### config.mk
export PLATFORM = sky130hd
export DESIGN_NAME = periodic_timer_table
export DESIGN_NICKNAME = d
export VERILOG_FILES = /design/src/sv/ptt_pkg.sv /design/src/sv/periodic_timer_table.sv /design/src/sv/ptt_ram.sv /design/src/sv/ptt_div.sv
export SDC_FILE = /design/constraint.sdc
export NUM_CORES = 2
export LEC_CHECK = 0
export BUFFER_PORTS_ARGS = -buffer_cell sky130_fd_sc_hd__buf_2
export CORE_UTILIZATION = 55
export DETAILED_ROUTE_END_ITERATION = 8
export PLACE_DENSITY = 0.76
export SLEW_MARGIN = 30
export SYNTH_ARGS = -nofsm -noshare
export SYNTH_HDL_FRONTEND = slang
export SYNTH_SLANG_ARGS = --single-unit
### constraint.sdc
create_clock -name clk -period 8.5 [get_ports clk]
set_input_delay 0 -clock clk [delete_from_list [all_inputs] [get_ports clk]]
set_output_delay 0 -clock clk [all_outputs]
set_load 0.01 [all_outputs]
### src/sv/ptt_pkg.sv
// Shared types, codes and constants of the periodic timer table.
package ptt_pkg;

	localparam int NUM_SLOTS_DEF = 64;
	localparam int TICK_MS_DEF   = 10;
	localparam int MAX_RESULTS   = 64;
	localparam int CMD_W         = 3;
	localparam int SLOT_W        = 6;
	localparam int IV_W          = 16;
	localparam int KIND_W        = 2;

	localparam logic [CMD_W-1:0] CMD_ALLOC   = 3'd0;
	localparam logic [CMD_W-1:0] CMD_START   = 3'd1;
	localparam logic [CMD_W-1:0] CMD_STOP    = 3'd2;
	localparam logic [CMD_W-1:0] CMD_SET     = 3'd3;
	localparam logic [CMD_W-1:0] CMD_DESTROY = 3'd4;
	localparam logic [CMD_W-1:0] CMD_TICK    = 3'd5;

	localparam logic [KIND_W-1:0] KIND_ACK  = 2'd0;
	localparam logic [KIND_W-1:0] KIND_FIRE = 2'd1;
	localparam logic [KIND_W-1:0] KIND_NONE = 2'd2;

	typedef struct packed {
		logic [CMD_W-1:0]  cmd;
		logic [SLOT_W-1:0] slot;
		logic [IV_W-1:0]   interval_ms;
	} req_t;

	typedef struct packed {
		logic [KIND_W-1:0] kind;
		logic [SLOT_W-1:0] slot_out;
		logic              ok;
		logic              last;
	} rsp_t;

	typedef enum logic [2:0] {
		ST_IDLE,
		ST_CMD,
		ST_DIV,
		ST_TICK,
		ST_END
	} state_t;

endpackage

### src/sv/periodic_timer_table.sv
// Top level: sequencer, slot flags and period/count memories of the timer table.
//
//   channel  direction  payload  handshake
//   req      in         req_t    req_valid / req_stall
//   rsp      out        rsp_t    rsp_valid / rsp_stall
//
// Start, stop, destroy and unknown commands pass the decode and end states to their acknowledge.
// Allocate and set interval add the divider wait state for the multiply by the reciprocal of TICK_MS.
// A tick walks each used slot through the period/count memory read, which sets the pace.
// A stalled result holds the tick walk only when a second fire is waiting.
// Reset clears the flags and slot counter at once; memories need no clearing pass.
module periodic_timer_table #(
	parameter int NUM_SLOTS = ptt_pkg::NUM_SLOTS_DEF,
	parameter int TICK_MS   = ptt_pkg::TICK_MS_DEF
) (
	input  logic          clk,
	input  logic          arst_n,
	input  logic          req_valid,
	output logic          req_stall,
	input  ptt_pkg::req_t req,
	output logic          rsp_valid,
	input  logic          rsp_stall,
	output ptt_pkg::rsp_t rsp
);

	import ptt_pkg::*;

	localparam int IDX_W = NUM_SLOTS > 1 ? $clog2(NUM_SLOTS) : 1;
	localparam int UW    = $clog2(NUM_SLOTS + 1);
	localparam int CW    = (SLOT_W > IDX_W ? SLOT_W : IDX_W) + 1;
	localparam int PER_W = $clog2(65535 / TICK_MS + 1);
	localparam int FW    = $clog2(MAX_RESULTS + 1);

	state_t state_q, state_d;

	req_t             req_q;
	logic [UW-1:0]    used_q;
	logic             valid_q  [NUM_SLOTS];
	logic             active_q [NUM_SLOTS];
	rsp_t             pend_q;
	logic             pend_vld_q;
	rsp_t             rsp_q;
	logic             rsp_vld_q;
	logic [UW-1:0]    rd_idx_q;
	logic [FW-1:0]    nfire_q;
	logic             p_vld_s1;
	logic [IDX_W-1:0] p_idx_s1;

	logic [CW-1:0]    slot_ext;
	logic [IDX_W-1:0] slot_idx;
	logic [IDX_W-1:0] tgt_idx;
	logic             good;
	logic             full;
	logic             out_free;
	logic             is_alloc;

	logic             div_start;
	logic             div_done;
	logic [PER_W-1:0] div_period;

	logic             per_we;
	logic [PER_W-1:0] per_rd;
	logic             cnt_we;
	logic [IDX_W-1:0] cnt_waddr;
	logic [PER_W-1:0] cnt_wdata;
	logic [PER_W-1:0] cnt_rd;
	logic             rd_en;

	logic             en;
	logic [PER_W:0]   sum;
	logic             fire;
	logic             report;
	logic             hold;
	logic             issue;

	logic             push;
	rsp_t             push_rsp;
	logic             pend_ld;
	rsp_t             pend_d;
	logic             pend_clr;
	logic             val_we;
	logic             val_wd;
	logic             act_we;
	logic             act_wd;
	logic             used_inc;
	logic             tick_init;
	logic             nfire_inc;

	assign slot_ext = CW'(req_q.slot);
	assign slot_idx = slot_ext[IDX_W-1:0];
	assign good     = (slot_ext < CW'(NUM_SLOTS)) && valid_q[slot_idx];
	assign full     = used_q >= UW'(NUM_SLOTS);
	assign out_free = !rsp_vld_q || !rsp_stall;
	assign is_alloc = req_q.cmd == CMD_ALLOC;
	assign tgt_idx  = is_alloc ? used_q[IDX_W-1:0] : slot_idx;

	assign en     = p_vld_s1 && valid_q[p_idx_s1] && active_q[p_idx_s1] && per_rd != '0;
	assign sum    = {1'b0, cnt_rd} + 1'b1;
	assign fire   = en && (sum >= {1'b0, per_rd});
	assign report = fire && (nfire_q < FW'(MAX_RESULTS));
	assign hold   = report && pend_vld_q && !out_free;
	assign issue  = !hold && (rd_idx_q < used_q);

	ptt_div #(
		.TICK_MS (TICK_MS)
	) u_div (
		.clk      (clk),
		.arst_n   (arst_n),
		.start    (div_start),
		.dividend (req_q.interval_ms),
		.done     (div_done),
		.period   (div_period)
	);

	ptt_ram #(
		.WIDTH (PER_W),
		.DEPTH (NUM_SLOTS)
	) u_period_ram (
		.clk   (clk),
		.we    (per_we),
		.waddr (tgt_idx),
		.wdata (div_period),
		.re    (rd_en),
		.raddr (rd_idx_q[IDX_W-1:0]),
		.rdata (per_rd)
	);

	ptt_ram #(
		.WIDTH (PER_W),
		.DEPTH (NUM_SLOTS)
	) u_count_ram (
		.clk   (clk),
		.we    (cnt_we),
		.waddr (cnt_waddr),
		.wdata (cnt_wdata),
		.re    (rd_en),
		.raddr (rd_idx_q[IDX_W-1:0]),
		.rdata (cnt_rd)
	);

	always_ff @(posedge clk or negedge arst_n) begin
		if (!arst_n) begin
			state_q <= ST_IDLE;
		end else begin
			state_q <= state_d;
		end
	end

	always_comb begin
		state_d   = state_q;
		push      = 1'b0;
		push_rsp  = pend_q;
		pend_ld   = 1'b0;
		pend_d    = '{kind: KIND_ACK, slot_out: req_q.slot, ok: good, last: 1'b0};
		pend_clr  = 1'b0;
		val_we    = 1'b0;
		val_wd    = 1'b0;
		act_we    = 1'b0;
		act_wd    = 1'b0;
		used_inc  = 1'b0;
		div_start = 1'b0;
		per_we    = 1'b0;
		cnt_we    = 1'b0;
		cnt_waddr = tgt_idx;
		cnt_wdata = '0;
		rd_en     = 1'b0;
		tick_init = 1'b0;
		nfire_inc = 1'b0;
		unique case (state_q)
			ST_IDLE: begin
				if (req_valid) begin
					state_d = ST_CMD;
				end
			end
			ST_CMD: begin
				pend_ld = 1'b1;
				state_d = ST_END;
				case (req_q.cmd)
					CMD_ALLOC: begin
						if (full) begin
							pend_d = '{kind: KIND_ACK, slot_out: '0, ok: 1'b0, last: 1'b0};
						end else begin
							pend_ld   = 1'b0;
							div_start = 1'b1;
							state_d   = ST_DIV;
						end
					end
					CMD_START: begin
						act_we = good;
						act_wd = 1'b1;
					end
					CMD_STOP: begin
						act_we = good;
						cnt_we = good;
					end
					CMD_SET: begin
						if (good) begin
							pend_ld   = 1'b0;
							div_start = 1'b1;
							state_d   = ST_DIV;
						end
					end
					CMD_DESTROY: begin
						val_we = good;
						act_we = good;
					end
					CMD_TICK: begin
						pend_ld   = 1'b0;
						tick_init = 1'b1;
						state_d   = ST_TICK;
					end
					default: begin
						pend_d.ok = 1'b0;
					end
				endcase
			end
			ST_DIV: begin
				if (div_done) begin
					per_we  = 1'b1;
					cnt_we  = 1'b1;
					act_we  = 1'b1;
					act_wd  = !is_alloc;
					val_we  = is_alloc;
					val_wd  = 1'b1;
					used_inc = is_alloc;
					pend_ld = 1'b1;
					pend_d  = '{kind: KIND_ACK,
						slot_out: is_alloc ? SLOT_W'(used_q) : req_q.slot,
						ok: 1'b1, last: 1'b0};
					state_d = ST_END;
				end
			end
			ST_TICK: begin
				cnt_waddr = p_idx_s1;
				cnt_wdata = fire ? '0 : sum[PER_W-1:0];
				if (!hold) begin
					cnt_we = en;
					if (report) begin
						pend_ld   = 1'b1;
						pend_d    = '{kind: KIND_FIRE, slot_out: SLOT_W'(p_idx_s1),
							ok: 1'b1, last: 1'b0};
						nfire_inc = 1'b1;
						push      = pend_vld_q;
					end
				end
				rd_en = issue;
				if (!hold && !issue) begin
					state_d = ST_END;
				end
			end
			ST_END: begin
				if (out_free) begin
					push     = 1'b1;
					push_rsp = pend_vld_q
						? '{kind: pend_q.kind, slot_out: pend_q.slot_out, ok: pend_q.ok,
							last: 1'b1}
						: '{kind: KIND_NONE, slot_out: '0, ok: 1'b1, last: 1'b1};
					pend_clr = 1'b1;
					state_d  = ST_IDLE;
				end
			end
			default: begin
				state_d = ST_IDLE;
			end
		endcase
	end

	always_ff @(posedge clk or negedge arst_n) begin
		if (!arst_n) begin
			used_q     <= '0;
			pend_vld_q <= 1'b0;
			rsp_vld_q  <= 1'b0;
			rd_idx_q   <= '0;
			nfire_q    <= '0;
			p_vld_s1   <= 1'b0;
			for (int i = 0; i < NUM_SLOTS; i++) begin
				valid_q[i]  <= 1'b0;
				active_q[i] <= 1'b0;
			end
		end else begin
			if (used_inc) begin
				used_q <= used_q + 1'b1;
			end
			if (val_we) begin
				valid_q[tgt_idx] <= val_wd;
			end
			if (act_we) begin
				active_q[tgt_idx] <= act_wd;
			end
			if (pend_ld) begin
				pend_vld_q <= 1'b1;
			end else if (pend_clr) begin
				pend_vld_q <= 1'b0;
			end
			if (push) begin
				rsp_vld_q <= 1'b1;
			end else if (!rsp_stall) begin
				rsp_vld_q <= 1'b0;
			end
			if (tick_init) begin
				rd_idx_q <= '0;
				nfire_q  <= '0;
				p_vld_s1 <= 1'b0;
			end else if (state_q == ST_TICK) begin
				if (nfire_inc) begin
					nfire_q <= nfire_q + 1'b1;
				end
				if (!hold) begin
					p_vld_s1 <= issue;
				end
				if (issue) begin
					rd_idx_q <= rd_idx_q + 1'b1;
				end
			end
		end
	end

	always_ff @(posedge clk) begin
		if (req_valid && !req_stall) begin
			req_q <= req;
		end
		if (pend_ld) begin
			pend_q <= pend_d;
		end
		if (push) begin
			rsp_q <= push_rsp;
		end
		if (issue && state_q == ST_TICK) begin
			p_idx_s1 <= rd_idx_q[IDX_W-1:0];
		end
	end

	assign req_stall = state_q != ST_IDLE;
	assign rsp_valid = rsp_vld_q;
	assign rsp       = rsp_q;

	a_used_bound: assert property (@(posedge clk) disable iff (!arst_n)
		used_q <= UW'(NUM_SLOTS))
		else $error("slot counter beyond table size");

	a_fire_bound: assert property (@(posedge clk) disable iff (!arst_n)
		nfire_q <= FW'(MAX_RESULTS))
		else $error("too many fires reported in one tick");

	a_div_state: assert property (@(posedge clk) disable iff (!arst_n)
		div_done |-> state_q == ST_DIV)
		else $error("divider finished outside its wait state");

	a_accept_decode: assert property (@(posedge clk) disable iff (!arst_n)
		(req_valid && !req_stall) |=> state_q == ST_CMD)
		else $error("accepted command not decoded");

	a_push_free: assert property (@(posedge clk) disable iff (!arst_n)
		push |-> out_free)
		else $error("result pushed over an untaken transfer");

endmodule

### src/sv/ptt_ram.sv
// Generic single write port, single read port RAM with registered read.
module ptt_ram #(
	parameter int WIDTH = 16,
	parameter int DEPTH = 64
) (
	input  logic                                  clk,
	input  logic                                  we,
	input  logic [(DEPTH > 1 ? $clog2(DEPTH) : 1)-1:0] waddr,
	input  logic [WIDTH-1:0]                      wdata,
	input  logic                                  re,
	input  logic [(DEPTH > 1 ? $clog2(DEPTH) : 1)-1:0] raddr,
	output logic [WIDTH-1:0]                      rdata
);

	logic [WIDTH-1:0] mem [DEPTH];
	logic [WIDTH-1:0] rdata_q;

	always_ff @(posedge clk) begin
		if (we) begin
			mem[waddr] <= wdata;
		end
		if (re) begin
			rdata_q <= mem[raddr];
		end
	end

	assign rdata = rdata_q;

endmodule

### src/sv/ptt_div.sv
// Reciprocal multiply by the tick length that turns an interval into a period.
module ptt_div #(
	parameter int TICK_MS = ptt_pkg::TICK_MS_DEF
) (
	input  logic                                              clk,
	input  logic                                              arst_n,
	input  logic                                              start,
	input  logic [ptt_pkg::IV_W-1:0]                          dividend,
	output logic                                              done,
	output logic [$clog2(65535 / TICK_MS + 1)-1:0]            period
);

	import ptt_pkg::*;

	localparam int     PER_W   = $clog2(65535 / TICK_MS + 1);
	localparam int     SH      = $clog2(TICK_MS);
	localparam int     MW      = IV_W + 1;
	localparam int     PW      = IV_W + MW;
	localparam longint MAGIC_L = ((longint'(1) << (IV_W + SH)) + longint'(TICK_MS) - 1) /
		longint'(TICK_MS);
	localparam logic [MW-1:0] MAGIC = MW'(MAGIC_L);

	logic             done_q;
	logic [PER_W-1:0] period_q;

	logic [PW-1:0]    prod;
	logic [IV_W-1:0]  quot;

	always_comb begin
		prod = PW'(dividend) * PW'(MAGIC);
		quot = IV_W'(prod >> (IV_W + SH));
	end

	always_ff @(posedge clk or negedge arst_n) begin
		if (!arst_n) begin
			done_q <= 1'b0;
		end else begin
			done_q <= start;
		end
	end

	always_ff @(posedge clk) begin
		if (start) begin
			// short interval counts as one tick
			period_q <= (quot == '0 && dividend != '0) ? PER_W'(1) : PER_W'(quot);
		end
	end

	assign done   = done_q;
	assign period = period_q;

endmodule
[Yosys cells after proc, flatten, opt, wreduce, memory -nomap -nowiden]
Memory sizes are Yosys's and may differ from the RTL's. A register that Yosys moved wholly into a read port is not among the register bits.
Index checks and enable logic that the tools add are counted.
Storage, ports and cells
  word-level logic and storage cells: 307
  bits in registers: 220
  output and inout port bits: 12
  RAM bits: 1664
  bits of input ports: 29
  memories: 2
Memory list
  u_count_ram.mem: words 64, width 13, rd ports 1, clocked after Yosys merged registers in 1, write ports 1, line ptt_ram.sv:15  | logic [WIDTH-1:0] mem [DEPTH];
  u_period_ram.mem: words 64, width 13, rd ports 1, clocked after Yosys merged registers in 1, write ports 1, line ptt_ram.sv:15
Cells by class
  mux-type cells: 86
  bitwise gates (word level): 3
  equality and inequality tests: 15
  add/sub/neg operators: 4
  multiply operators: 1
  magnitude comparators: 9
  reduce and logical (&&, ||, !) cells: 38
Operators by type and width (count)
  64-bit bitwise mux: 2
  1-bit two-way mux: 44
  7-bit two-way mux: 6
  16-bit by 16-bit multiplier with 32-bit output, second input constant: 1
  10-bit two-way mux: 3
  10-bit case mux with 3 select lines: 1
  7-bit >= comparator, second input constant: 4
  13-bit two-way mux: 2
  8-bit two-way mux: 3
  7-bit by 1-bit adder with 7-bit output, second input constant: 3
  6-bit NOT with 7-bit output: 3
  1-bit binary-select mux with 6-bit select: 3
  3-bit two-way mux: 6
  9-bit two-way mux: 2
  16-bit zero test: 1
  16-bit nonzero test: 1
  3-bit case mux with 5 select lines: 1
  13-bit by 1-bit adder with 14-bit output, second input constant: 1
  14-bit by 13-bit >= comparator with 1-bit output: 1
  1-bit logical AND: 14
  13-bit nonzero test: 1
  3-bit by 2-bit equality test with 1-bit output, second input constant: 4
  6-bit two-way mux: 2
  1-bit case mux with 2 select lines: 6
  other kinds (20): 41

[Longest topological paths before layout]
  depth after elaboration: 17
  gate-level depth with buffers: 21

[By module]
Synthesis repeated with hierarchy kept, for this count alone.
Unflattened totals
  cell total of the unflattened synthesis: 4459
  area, all modules: 81326.7 um^2
By module, submodules not included
  ptt_ram (u_period_ram): cells an instance 1402, instances 1, area an instance 32474.9 um^2, seq. area each 25374.3 um^2
  ptt_ram (u_count_ram): cells an instance 1414, instances 1, area an instance 32328.5 um^2, seq. area each 25374.3 um^2
  periodic_timer_table: cells an instance 1078, instances 1, area an instance 11108.2 um^2, seq. area each 5350.1 um^2
  ptt_div: cells an instance 565, instances 1, area an instance 5415.2 um^2, seq. area each 415.4 um^2

[Worst setup path before layout]
Ideal clock, no wire load.
  path kind: reg-to-reg
  start: register req_q[1] in the netlist's numbering
  end: register u_div.period_q[0] (netlist: u_div.period[0]), data pin
  slack: 2.666 ns
  data arrival time: 5.654 ns
  path buffers: 0
  data required time: 8.320 ns
  cell stages (with the launch flop): 21
  cells stage by stage: edfxtp_1 ha_1 xor2_1 ha_1 a21o_1 fa_1 fa_1 fa_1 inv_1 fa_1 inv_1 ha_1 nand2_1 nor3_1 nand4_1 and3_1 o21ai_0 xor2_1 or4_1 or4b_1 o41ai_2
Between the ends
  word-level cells in the longest chain between the ends: 3
  elaborated cells on any way between the ends: 4
  classes of those cells: mul (1); reduce/logical (3)
Ends and longest elaborated chain
  start: declaration: line periodic_timer_table.sv:36  | req_t req_q;
  start signal: assignment: line periodic_timer_table.sv:320  | req_q <= req;
  16-bit by 16-bit multiplier with 32-bit output: line ptt_div.sv:30  | prod = PW'(dividend) * PW'(MAGIC);
  16-bit zero test: line ptt_div.sv:45  | period_q <= (quot == '0 && dividend != '0) ? PER_W'(1) : PER_W'(quot);
  1-bit logical AND: line ptt_div.sv:45
  end signal: assignment: line ptt_div.sv:45
  end: declaration: line ptt_div.sv:24  | logic [PER_W-1:0] period_q;
Parallel ways exist; a longest one is shown, timed or not.
A chain may end at the register's enable or synchronous reset.

[Worst setup path after layout]
  start: register req_q[4] in the netlist's numbering
  end: register u_div.period_q[0] (netlist: u_div.period[0]), data pin
The elaborated chain is that of the path after synthesis.

==> impl_summary.log <==
INFO  metric finish.utilization = a little over three fifths
INFO  metric num_io_pins = 41
INFO  metric gp_congestion = 0.863
INFO  metric cell_internal_pwr = about 22 mW
INFO  metric switching_share = between 30% and 40%
INFO  metric critical_path.max_fanout = 7
INFO  metric dp_cells = between 6000 and 7000
INFO  metric portBuffers = 40
INFO  metric hold_path_class = in2reg
INFO  metric worstSetupEndpointType = flip-flop
INFO  metric multi_input_comb_area = 23000 um2
INFO  metric postSynth.asyncResetShare = around 8.2%
INFO  metric cts.path.max_buffers = 3
INFO  metric holdCritStartpoint = rsp_stall
INFO  metric routed_via_count = about 42000
INFO  metric cts_tree = yes
INFO  metric arrival = roughly 7100 ps
INFO  metric fin_crit = around 6500 ps
INFO  metric final_max_slew_viol_count = 0
INFO  metric yosys_register_bits = between 1500 and 2000
INFO  metric timing.reg2reg.worst_path_depth = 20
INFO  metric post-route-period-util = ~77%
INFO  metric drv_cap = 0
INFO  metric initial_utilization = between 50% and 60%
INFO  metric post-cts-setup-buffer-count = 0
INFO  metric rsz0062_at_grt = no
INFO  metric worst_path_largest_cell_delay = between 500 and 600 ps
INFO  metric power.net_switching = roughly 12 mW
INFO  metric drt_iter0_drc = ~4800
INFO  metric die_w = about 380 um
INFO  metric cp_required = 9100 ps
INFO  metric postSynthNetCount = between 4000 and 5000
INFO  metric tritoncts.num_buffers = roughly 190
INFO  metric critical-path-slowest-cell = sky130_fd_sc_hd__edfxtp_1
INFO  metric total_negative_slack_for_setup_checks = 0 ps
INFO  metric grt_start_max_net_pins = 124
INFO  metric die_y = around 380 um
INFO  metric synth_area_per_cell = about 19 um2
INFO  metric via_density_per_instance = roughly 6.4
INFO  metric cellLeakagePower = a little over 30 nW
INFO  metric fp.dieArea = around 150000 um2
INFO  metric core_region_area = 144000 um2
INFO  metric number_of_global_route_vias_before_repair = ~42000
INFO  metric worst_hold_path.endpoint = state_q[2]$_DFFE_PN0P_
INFO  metric fin_nets = roughly 4700
INFO  metric fmax = around 0.15 GHz
INFO  metric synthDistinctLibCells = 74
INFO  metric drt.antenna.violating_nets = 0
INFO  metric clock_insertion_delay_worst_skew = 840 ps
INFO  metric r2r_start = req_q[4]$_DFFE_PP_
INFO  metric power.ir.vdd_worst = between 700 and 800 uV
INFO  metric timing.hold.ws = approximately 260 ps
INFO  metric hpwlAfterDp = approximately 110000 um
INFO  metric outcome = complete, no violations
INFO  metric share_seq_of_total_power = roughly 33%
INFO  metric timing.critical_path.from_type = flip-flop
INFO  metric crit_chain = inv_1, ha_1, xor2_1, ha_1, fa_1, inv_1, fa_1, inv_1, fa_1, fa_1, ha_1, a21oi_1, o211ai_1, a31oi_1, a31oi_1, xor2_1, nand4bb_1, or4_1, or4b_1, o41ai_2
INFO  metric grt-ovfl-total = 0
INFO  metric syn-instance-count = about 4200
INFO  metric timing.critical_path.mode_cell = sky130_fd_sc_hd__fa_1
INFO  metric design_area = 90900 um2
INFO  metric critical_path_class = reg2reg
INFO  metric grt_antenna_before_repair = 5
INFO  metric power-per-cell-area = between 300 and 400 nW/um2
INFO  metric hold_path_depth = 5
INFO  metric synth_edf_count = around 1800
INFO  metric clockRootBuffer = sky130_fd_sc_hd__clkbuf_16
INFO  metric finalClockSkew = approximately 74 ps
INFO  metric routed_wirelength = 187000 um
INFO  metric r2r_slack = approximately 2000 ps
INFO  metric fillerInstances = 9384
INFO  metric final_cells = roughly 6500
INFO  metric final_hold_viol_count = 0
INFO  metric post_dp_cell_area = approximately 84000 um2
INFO  metric cts.reportedPaths.clkPinSlew = 60 ps
INFO  metric reg2reg_capture_point = u_div.period[0]$_SDFFCE_PP1P_
INFO  metric sequential_cell_area = roughly 57000 um2
INFO  metric synth.cell_area = about 80000 um2
INFO  metric first_pass_iters = 6
INFO  metric routed_wire_length_per_instance = 28.8 um
INFO  metric report.final.setup_viol = 0
INFO  metric grt_first_pass_wirelength = roughly 280000 um
INFO  metric drcViolationCount = 0
INFO  metric syn_to_final_growth = 13.2%
INFO  metric comb_power_share = 42.8%
INFO  metric synth_seq_area_share = between 70% and 80%
INFO  metric worst_slew_margin_rel = 33.4%
INFO  metric worst-slew-pin-transition = between 900 and 1000 ps
INFO  metric warnings_from_yosys = 0
INFO  metric floorplan.rows = 139
INFO  metric final_layout_size_suffix_gt1_share = 26.2%
INFO  metric synthFlopType = sky130_fd_sc_hd__edfxtp_1
INFO  metric clock_sink_count = between 1500 and 2000
INFO  metric power_frac_clock = approximately 24%
INFO  metric grt_use_total = 25.7%
INFO  metric cts-htree-levels = 4
[metrics by stage]
step	power (mW)	setup WS, ps
floorplan	22.1	2670
CTS	34.3	2020
global placement	25.8	2120
detailed placement	26.0	2120
finish	34.2	1980
global route	36.0	1630
[cell usage after synthesis, types with 6 or more instances]
| cell type | number | area [um2] |
|---|---|---|
| sky130_fd_sc_hd__edfxtp_1 | 1752 | 52600 |
| sky130_fd_sc_hd__mux4_2 | 568 | 12800 |
| sky130_fd_sc_hd__o21ai_0 | 292 | 1460 |
| sky130_fd_sc_hd__nand2_1 | 186 | 698 |
| sky130_fd_sc_hd__inv_1 | 175 | 657 |
| sky130_fd_sc_hd__ha_1 | 162 | 2030 |
| sky130_fd_sc_hd__dfrtp_1 | 156 | 3900 |
| sky130_fd_sc_hd__clkbuf_1 | 110 | 413 |
| sky130_fd_sc_hd__nor2_1 | 95 | 357 |
| sky130_fd_sc_hd__fa_1 | 79 | 1580 |
| sky130_fd_sc_hd__nor4_1 | 69 | 432 |
| sky130_fd_sc_hd__nand3_1 | 56 | 280 |
| sky130_fd_sc_hd__buf_1 | 53 | 199 |
| sky130_fd_sc_hd__nor3_1 | 41 | 205 |
| sky130_fd_sc_hd__a21oi_1 | 30 | 150 |
| sky130_fd_sc_hd__o211ai_1 | 28 | 210 |
| sky130_fd_sc_hd__nor2b_1 | 26 | 163 |
| sky130_fd_sc_hd__xnor2_1 | 25 | 219 |
| sky130_fd_sc_hd__nand4_1 | 23 | 144 |
| sky130_fd_sc_hd__o21ai_1 | 22 | 110 |
| sky130_fd_sc_hd__buf_2 | 20 | 100 |
| sky130_fd_sc_hd__o21a_1 | 16 | 120 |
| sky130_fd_sc_hd__a31oi_1 | 14 | 87.6 |
| sky130_fd_sc_hd__mux2i_1 | 14 | 140 |
| sky130_fd_sc_hd__xor2_1 | 13 | 114 |
| sky130_fd_sc_hd__and3_1 | 12 | 75.1 |
| sky130_fd_sc_hd__a21o_1 | 11 | 82.6 |
| sky130_fd_sc_hd__a211oi_1 | 10 | 75.1 |
| sky130_fd_sc_hd__clkbuf_2 | 10 | 50.1 |
| sky130_fd_sc_hd__buf_6 | 9 | 101 |
| sky130_fd_sc_hd__nand2b_1 | 7 | 43.8 |
| sky130_fd_sc_hd__a2111oi_0 | 6 | 52.6 |
| sky130_fd_sc_hd__and2_1 | 6 | 37.5 |
| sky130_fd_sc_hd__buf_4 | 6 | 45.0 |
| sky130_fd_sc_hd__or4_1 | 6 | 45.0 |
[final cells by class]
type	instances	area share [%]
timing repair buffer	272	2.42
sequential	1908	62.2
inverter	177	0.737
antenna	1	0.00275
clock buffer	237	5.41
tap	1903	2.62
clock inverter	109	1.32
multi-input combinational	1879	25.3
[critical path: cells and delay by family (launching register included)]
kind,cells,cell delay [ps]
AO/OA/AOI/OAI,5,1110
adder cells (fa/ha/maj),7,2980
XOR/XNOR,2,360
buffers and inverters,3,200
AND/OR/NAND/NOR,3,1100
flip-flops,1,540
[how the worst max path moves through the flow]
stage / startpoint / endpoint / slack, ps / cells past startpoint
after floorplan: req_q[1]$_DFFE_PP_ / u_div.period[0]$_SDFFCE_PP1P_ / 2670 / 20
after global placement: req_q[6]$_DFFE_PP_ / u_div.period[0]$_SDFFCE_PP1P_ / 2120 / 21
after detailed placement: req_q[7]$_DFFE_PP_ / u_div.period[0]$_SDFFCE_PP1P_ / 2120 / 21
after CTS: req_q[7]$_DFFE_PP_ / u_div.period[0]$_SDFFCE_PP1P_ / 2020 / 21
after global routing: req_q[3]$_DFFE_PP_ / u_div.period[0]$_SDFFCE_PP1P_ / 1630 / 21
final: req_q[4]$_DFFE_PP_ / u_div.period[0]$_SDFFCE_PP1P_ / 1980 / 20
[layout by cell type, fill, tap and decap left out, drive strengths merged, types with 55 or more instances in the layout]
| cell | n |
|---|---|
| nand3 | 56 |
| dlygate4sd3 | 55 |
| ha | 162 |
| clkbuf | 237 |
| nor2 | 96 |
| nand2 | 187 |
| fa | 79 |
| inv | 183 |
| clkinv | 77 |
| o21ai | 315 |
| edfxtp | 1752 |
| dfrtp | 156 |
| buf | 217 |
| nor4 | 69 |
| mux4 | 568 |
[power by group through the flow]
stage                     clock network (mW)  registers [mW]  logic [mW]
after floorplan                            0            11.6        10.5
after global placement                     0            11.5        14.3
after detailed placement                   0            11.5        14.5
after CTS                               8.34            11.3        14.7
after global routing                    8.67            11.4        16.0
final                                   8.24            11.3        14.7
[routing by layer]
metal / track usage [%] / share of wire [%]
met1: 34.5 / 38
met2: 42.3 / 50
met3: 4.76 / 8.1
met4: 9.76 / 3.7
met5: 0 / 0.020
[state kept, by name, summed over array words and instances (netlist names)]
signal and flops:
u_div.done 1, rd_idx_q 7, valid_q 64, state_q 3
pend_q 8, p_idx_s1 6, u_count_ram.rdata 13, u_count_ram.mem 832
pend_vld_q 1, nfire_q 7, u_period_ram.rdata 13, used_q 7
req_q 19, u_div.period 13, active_q 64, rsp 10
slot_idx 6, u_period_ram.mem 832, rsp_valid 1, p_vld_s1 1
[kinds of logic after synthesis]
family / after synthesis / share of synthesized area (%)
AO/OA/AOI/OAI: 467 / 3.34
XOR/XNOR: 38 / 0.414
adder cells (fa/ha/maj): 241 / 4.49
buffers and inverters: 385 / 1.96
flip-flops: 1908 / 70.4
multiplexers: 583 / 16.1
AND/OR/NAND/NOR: 550 / 3.32
[what timing repair did]
action,4_1_cts,5_1_grt
gates resized for setup,0,0
hold buffers,56,0
hold endpoints to repair,216,0
(Power assumes the default switching activity.)
